<file path="config.mk">
export PLATFORM = sky130hd
export DESIGN_NAME = gbba_ctrl
export DESIGN_NICKNAME = d
export VERILOG_FILES = /design/src/gbba_pkg.sv /design/src/gbba_ctrl.sv
export SDC_FILE = /design/constraint.sdc
export NUM_CORES = 1
export LEC_CHECK = 0
export ABC_AREA = 1
export BUFFER_PORTS_ARGS = -buffer_cell sky130_fd_sc_hd__buf_2
export CAP_MARGIN = 20
export CORE_MARGIN = 2
export CORE_UTILIZATION = 46
export DETAILED_ROUTE_END_ITERATION = 8
export PLACE_DENSITY = 0.83
export SLEW_MARGIN = 40
export SYNTH_ARGS = -nofsm -noshare
export SYNTH_HDL_FRONTEND = slang
export SYNTH_SLANG_ARGS = --single-unit
</file>
<file path="constraint.sdc">
create_clock -name clk -period 1.7 [get_ports clk]
set_input_delay 0.17 -clock clk [delete_from_list [all_inputs] [get_ports clk]]
set_output_delay 0.17 -clock clk [all_outputs]
set_load 0.05 [all_outputs]
</file>
<file path="src/gbba_pkg.sv">
// ----------------------------------------------------------------------------
// gbba_pkg
// Shared constants, codes and control types of the grouped bitmap allocator.
// ----------------------------------------------------------------------------
`default_nettype none

package gbba_pkg;

    localparam int GROUP_BLOCKS    = 1024;
    localparam int MAX_GROUPS      = 64;
    localparam int WORD_BITS       = 64;
    localparam int WORDS_PER_GROUP = GROUP_BLOCKS / WORD_BITS;
    localparam int MAP_WORDS       = MAX_GROUPS * WORDS_PER_GROUP;

    localparam int GROUP_W  = $clog2(MAX_GROUPS);
    localparam int NGROUP_W = $clog2(MAX_GROUPS + 1);
    localparam int WIDX_W   = $clog2(WORDS_PER_GROUP);
    localparam int BIT_W    = $clog2(WORD_BITS);
    localparam int ADDR_W   = $clog2(MAP_WORDS);
    localparam int OFF_W    = $clog2(GROUP_BLOCKS);
    localparam int CNT_W    = $clog2(GROUP_BLOCKS + 1);
    localparam int TOTAL_W  = 17;
    localparam int BLOCK_W  = 32;
    localparam int CFG_W    = 32;
    localparam int IDX_W    = 2;
    localparam int GCFG_W   = 7;

    typedef enum logic {
        OP_ALLOC = 1'b0,
        OP_FREE  = 1'b1
    } op_t;

    typedef enum logic [1:0] {
        ST_OK            = 2'd0,
        ST_NO_SPACE      = 2'd1,
        ST_OUT_OF_BOUNDS = 2'd2,
        ST_NOT_ALLOCATED = 2'd3
    } status_t;

    typedef enum logic [IDX_W-1:0] {
        REG_GROUPS      = 2'd0,
        REG_FIRST_BLOCK = 2'd1,
        REG_DATA_END    = 2'd2
    } reg_idx_t;

    typedef enum logic [1:0] {
        CSRC_SCAN   = 2'd0,
        CSRC_FREE   = 2'd1,
        CSRC_RELOAD = 2'd2
    } cnt_src_t;

    typedef enum logic [3:0] {
        S_CLEAR,
        S_IDLE,
        S_ASTART,
        S_HMOD,
        S_GRD,
        S_GCHK,
        S_WRD,
        S_WCHK,
        S_FBND,
        S_FCHK,
        S_RSTART,
        S_RRD,
        S_RACC,
        S_DONE
    } state_t;

    typedef struct packed {
        logic     accept;
        logic     clear_wr;
        logic     hmod_sub;
        logic     cnt_rd;
        cnt_src_t cnt_src;
        logic     grp_next;
        logic     word_rd;
        logic     word_next;
        logic     alloc_commit;
        logic     free_rd;
        logic     free_commit;
        logic     set_fail;
        status_t  fail_code;
        logic     rld_start;
        logic     rld_acc;
        logic     rld_done;
        logic     load_out;
    } cmd_t;

    typedef struct packed {
        logic is_free;
        logic total_zero;
        logic hint_ge_n;
        logic visit_done;
        logic cnt_zero;
        logic word_full;
        logic word_last;
        logic free_oob;
        logic bit_set;
        logic clear_last;
        logic rld_end;
        logic reload_pend;
    } stat_t;

    // index of the lowest clear bit of a bitmap word
    function automatic logic [BIT_W-1:0] lowest_zero(input logic [WORD_BITS-1:0] w);
        logic [BIT_W-1:0] idx;
        idx = '0;
        for (int i = WORD_BITS - 1; i >= 0; i--)
        begin
            if (!w[i])
            begin
                idx = BIT_W'(i);
            end
        end
        return idx;
    endfunction

endpackage

`default_nettype wire

</file>
<file path="src/gbba_ctrl.sv">
// ----------------------------------------------------------------------------
// gbba_ctrl
// Sequencer: clearing pass, allocate scan, free check, count reload.
// ----------------------------------------------------------------------------
`default_nettype none

module gbba_ctrl
(
    input  wire                  clk,
    input  wire                  rst_n,
    input  wire                  in_valid,
    output logic                 in_ready,
    output logic                 out_valid,
    input  wire                  out_ready,
    input  gbba_pkg::stat_t      stat,
    output gbba_pkg::cmd_t       cmd
);

    gbba_pkg::state_t state_reg, state_next;
    logic             out_valid_reg, out_valid_next;

    always_ff @(posedge clk or negedge rst_n)
    begin
        if (!rst_n)
        begin
            state_reg     <= gbba_pkg::S_CLEAR;
            out_valid_reg <= 1'b0;
        end
        else
        begin
            state_reg     <= state_next;
            out_valid_reg <= out_valid_next;
        end
    end

    assign in_ready  = (state_reg == gbba_pkg::S_IDLE) && !stat.reload_pend;
    assign out_valid = out_valid_reg;

    always_comb
    begin
        state_next     = state_reg;
        cmd            = '0;
        cmd.cnt_src    = gbba_pkg::CSRC_SCAN;
        cmd.fail_code  = gbba_pkg::ST_OK;
        out_valid_next = out_valid_reg && !out_ready;
        case (state_reg)
            gbba_pkg::S_CLEAR:
            begin
                cmd.clear_wr = 1'b1;
                if (stat.clear_last)
                begin
                    state_next = gbba_pkg::S_IDLE;
                end
            end
            gbba_pkg::S_IDLE:
            begin
                if (stat.reload_pend)
                begin
                    state_next = gbba_pkg::S_RSTART;
                end
                else if (in_valid)
                begin
                    cmd.accept = 1'b1;
                    state_next = gbba_pkg::S_ASTART;
                end
            end
            gbba_pkg::S_ASTART:
            begin
                if (stat.is_free)
                begin
                    state_next = gbba_pkg::S_FBND;
                end
                else if (stat.total_zero)
                begin
                    cmd.set_fail  = 1'b1;
                    cmd.fail_code = gbba_pkg::ST_NO_SPACE;
                    state_next    = gbba_pkg::S_DONE;
                end
                else
                begin
                    state_next = gbba_pkg::S_HMOD;
                end
            end
            gbba_pkg::S_HMOD:
            begin
                // reduce the hint below the group count
                if (stat.hint_ge_n)
                begin
                    cmd.hmod_sub = 1'b1;
                end
                else
                begin
                    state_next = gbba_pkg::S_GRD;
                end
            end
            gbba_pkg::S_GRD:
            begin
                if (stat.visit_done)
                begin
                    cmd.set_fail  = 1'b1;
                    cmd.fail_code = gbba_pkg::ST_NO_SPACE;
                    state_next    = gbba_pkg::S_DONE;
                end
                else
                begin
                    cmd.cnt_rd = 1'b1;
                    state_next = gbba_pkg::S_GCHK;
                end
            end
            gbba_pkg::S_GCHK:
            begin
                if (stat.cnt_zero)
                begin
                    cmd.grp_next = 1'b1;
                    state_next   = gbba_pkg::S_GRD;
                end
                else
                begin
                    state_next = gbba_pkg::S_WRD;
                end
            end
            gbba_pkg::S_WRD:
            begin
                cmd.word_rd = 1'b1;
                state_next  = gbba_pkg::S_WCHK;
            end
            gbba_pkg::S_WCHK:
            begin
                if (!stat.word_full)
                begin
                    cmd.alloc_commit = 1'b1;
                    state_next       = gbba_pkg::S_DONE;
                end
                else if (stat.word_last)
                begin
                    cmd.grp_next = 1'b1;
                    state_next   = gbba_pkg::S_GRD;
                end
                else
                begin
                    cmd.word_next = 1'b1;
                    state_next    = gbba_pkg::S_WRD;
                end
            end
            gbba_pkg::S_FBND:
            begin
                if (stat.free_oob)
                begin
                    cmd.set_fail  = 1'b1;
                    cmd.fail_code = gbba_pkg::ST_OUT_OF_BOUNDS;
                    state_next    = gbba_pkg::S_DONE;
                end
                else
                begin
                    cmd.free_rd = 1'b1;
                    cmd.cnt_rd  = 1'b1;
                    cmd.cnt_src = gbba_pkg::CSRC_FREE;
                    state_next  = gbba_pkg::S_FCHK;
                end
            end
            gbba_pkg::S_FCHK:
            begin
                if (stat.bit_set)
                begin
                    cmd.free_commit = 1'b1;
                end
                else
                begin
                    cmd.set_fail  = 1'b1;
                    cmd.fail_code = gbba_pkg::ST_NOT_ALLOCATED;
                end
                state_next = gbba_pkg::S_DONE;
            end
            gbba_pkg::S_RSTART:
            begin
                cmd.rld_start = 1'b1;
                state_next    = gbba_pkg::S_RRD;
            end
            gbba_pkg::S_RRD:
            begin
                if (stat.rld_end)
                begin
                    cmd.rld_done = 1'b1;
                    state_next   = gbba_pkg::S_IDLE;
                end
                else
                begin
                    cmd.cnt_rd  = 1'b1;
                    cmd.cnt_src = gbba_pkg::CSRC_RELOAD;
                    state_next  = gbba_pkg::S_RACC;
                end
            end
            gbba_pkg::S_RACC:
            begin
                cmd.rld_acc = 1'b1;
                state_next  = gbba_pkg::S_RRD;
            end
            gbba_pkg::S_DONE:
            begin
                // hold the result until the output register frees up
                if (!out_valid_reg || out_ready)
                begin
                    cmd.load_out   = 1'b1;
                    out_valid_next = 1'b1;
                    state_next     = gbba_pkg::S_IDLE;
                end
            end
            default:
            begin
                state_next = gbba_pkg::S_IDLE;
            end
        endcase
    end

endmodule

`default_nettype wire

</file>
==> results.toml <==
[timing]
fin_setup_tns_ns = 0
rsz0062_at_grt = "no"
setup_viol = 0
fin_ws_ns = 0.07509
finalClockSkew_ns = 0.001083
slew-limit-headroom_pct = 82.27
max_freq_mhz = 615.4
drv_slew = 0
hold_viol_final = 0
period_needed_ns = 1.625
tightest_slew_ns = 0.2640
worst_hold_slack_ns = 0.1743
fin_crit_sh_pct = 95.58

[worst_setup_path]
crit_required_ns = 1.53
reg2regPathDepth = 6
reg2reg_slack_ns = 0.32
cp.arrival_ns = 1.45
worstSetupPathType = "reg -> out"
crit_end = "cmd[0]"
reg2reg_to = "state_reg[3]$_DFFE_PN0P_"
critPathCaptureType = "output pin"
startpoint = "state_reg[1]$_DFFE_PN0P_"
crit_path_start_kind = "register"
r2r-start = "state_reg[0]$_DFFE_PN0P_"
worstPathMaxFanout = 5

[cells_and_area]
regArea_um2 = 130.1
syn_to_final_growth_pct = 49.15
multiInputGateArea_um2 = 464.2
fin_nets = 185
final_layout_size_suffix_gt1_share_pct = 42.26
antenna_cells = 0
fill_cells = 119
largest_reg_flops = 4
post-route-util_pct = 74.93

[grt]
grt_max_degree = 8
grt_util_all_layers_pct = 24.41
grt_first_pass_wirelength_um = 3222
grt_pass1_vias = 781
grt_overflow = 0
grt_antenna_before_repair = 0

[drt]
finalWirelength_um = 2009
num_vias = 924
vias_per_cell = 5.049
wl_per_cell_um = 10.98
remaining_drc_errors = 0
drt_pass1_iterations = 4
drtIter0Drc = 14
ant_nets = 0

[logic_synthesis]
synth_ff_type = "dfrtp_1"
syn_area_um2 = 661.9
synth-edff-count = 0
synth-seq-cells = 5
synthTopCellsByCount = "nand2_1 (37), inv_1 (23), nor2_1 (18)"
yosys-top-cells-area = "nand2_1 (21%), dfrtp_1 (19%), inv_1 (13%)"
yosysWarnings = 0
synth_top_area_cell = "nand2_1"
seq_area_frac_synth_pct = 18.90
syn-num-nets = 142
syn_inst = 126
synth.most_common_cell = "nand2_1"
synth_cell_types = 17
synth_top_area_share_pct = 20.98
synthArstFlopShare_pct = 100.0
syn_area_per_cell_um2 = 5.253

[place]
globalplace.congestion = 0.9067
place_hpwl_um = 1721
place_ws_ns = 0.2322
portBuffers = 36

[clock_network]
cts_setup_buffers = 0
cts-root-buf = "clkbuf_4"
htreeDepth = 1
cts_buffer_depth = 2
cts_sinks = 5
insertion_delay_ns = 0.24
clk_pin_slew_ns = 0.04
cts_buffers = 3
cts_tree = "built"

[run_status]
status = "finished, final reports clean"

[die]
fp.dieW_um = 41.93
rows = 13
die_y_um = 41.93
start_util_pct = 50.24
die_area_um2 = 1758
fp.coreArea_um2 = 1318
num_io_pins = 37

[power]
vdd_drop_max_mv = 1.326
cellPowerDensity_nw_per_um2 = 1851
leakage_nw = 0.6618

[flow_run]
maxCapViolCount = 0

[min_path]
min_path_cells = 3
min-delay-path-class = "in -> reg"
area by class of cell:
| cell class | instances | area share [%] |
|---|---|---|
| Clock buffer | 4 | 2.662 |
| Inverter | 29 | 11.28 |
| Timing Repair Buffer | 38 | 23.95 |
| Sequential cell | 5 | 13.18 |
| Tap cell | 15 | 1.901 |
| Multi-Input combinational cell | 92 | 47.02 |
worst min path at each step:
| stage | from | end |
|---|---|---|
| after global placement | rst_n | out_valid$_DFF_PN0_ |
| after global routing | stat[9] | state_reg[1]$_DFFE_PN0P_ |
| final | stat[9] | state_reg[1]$_DFFE_PN0P_ |
| after detailed placement | rst_n | out_valid$_DFF_PN0_ |
| after CTS | stat[9] | state_reg[1]$_DFFE_PN0P_ |
| after floorplan | rst_n | out_valid$_DFF_PN0_ |
layout by cell type (no fill, tap or decap):
| master | count |
|---|---|
| nand3_2 | 1 |
| dlygate4sd3_1 | 1 |
| nor2_4 | 3 |
| inv_4 | 1 |
| nor3_2 | 2 |
| a21oi_1 | 2 |
| nand4_1 | 3 |
| o211ai_1 | 1 |
| o21ai_0 | 1 |
| nand3_1 | 11 |
| nand2_2 | 7 |
| nor2_2 | 7 |
| dfrtp_2 | 4 |
| buf_2 | 25 |
| nor2_1 | 15 |
| dfrtp_1 | 1 |
| buf_4 | 3 |
| nand2_1 | 36 |
| clkbuf_1 | 1 |
| buf_6 | 3 |
| nor3_1 | 1 |
| o21ai_1 | 1 |
| inv_2 | 5 |
| clkbuf_4 | 9 |
| o221ai_2 | 1 |
| inv_1 | 23 |
timing repair:
| action | CTS | global route |
|---|---|---|
| endpoints found under the hold margin | 5 | 0 |
| hold buffers | 1 | 0 |
| gates cloned | 0 | 0 |
| setup endpoints to repair | 3 | 12 |
| gates resized for setup | 3 | 25 |
cell families after synthesis:
| group | count (synthesis) | synth area share [%] |
|---|---|---|
| buf+inv | 29 | 16.45 |
| simple gates | 86 | 59.17 |
| flops | 5 | 18.90 |
| compound gates | 6 | 5.481 |
power breakdown:
group / switching (mW) / total (mW) / internal, mW
registers: 0.112 / 0.300 / 0.188
logic: 0.978 / 1.39 / 0.413
clock network: 0.0475 / 0.136 / 0.0886
total: 1.14 / 1.83 / 0.689
critical path: stages (launching register included):
cell and delay (ns):
dfrtp_2 0.44, inv_2 0.12, nand2_1 0.10, nor2_2 0.13, inv_1 0.06, a21oi_1 0.11, clkbuf_4 0.24
stage by stage:
step | power [mW] | instance area [um2] | cells
floorplan | 1.259 | 678.2 | 126
global placement | 1.537 | 884.6 | 178
detailed placement | 1.568 | 884.6 | 178
CTS | 1.719 | 927.1 | 183
global route | 1.972 | 987.2 | 183
finish | 1.827 | 987.2 | 183
layer usage:
layer  wire, um  vias up  global-route usage (%)  share of wire (%)
met4         52        0                   11.61                2.6
li1           -      473                       -                  -
met3        108        7                   2.609                5.4
met2       1059       37                   44.38                 53
met5          0        -                       0                  0
met1        789      407                   28.00                 39
(Power assumes the default switching activity.)
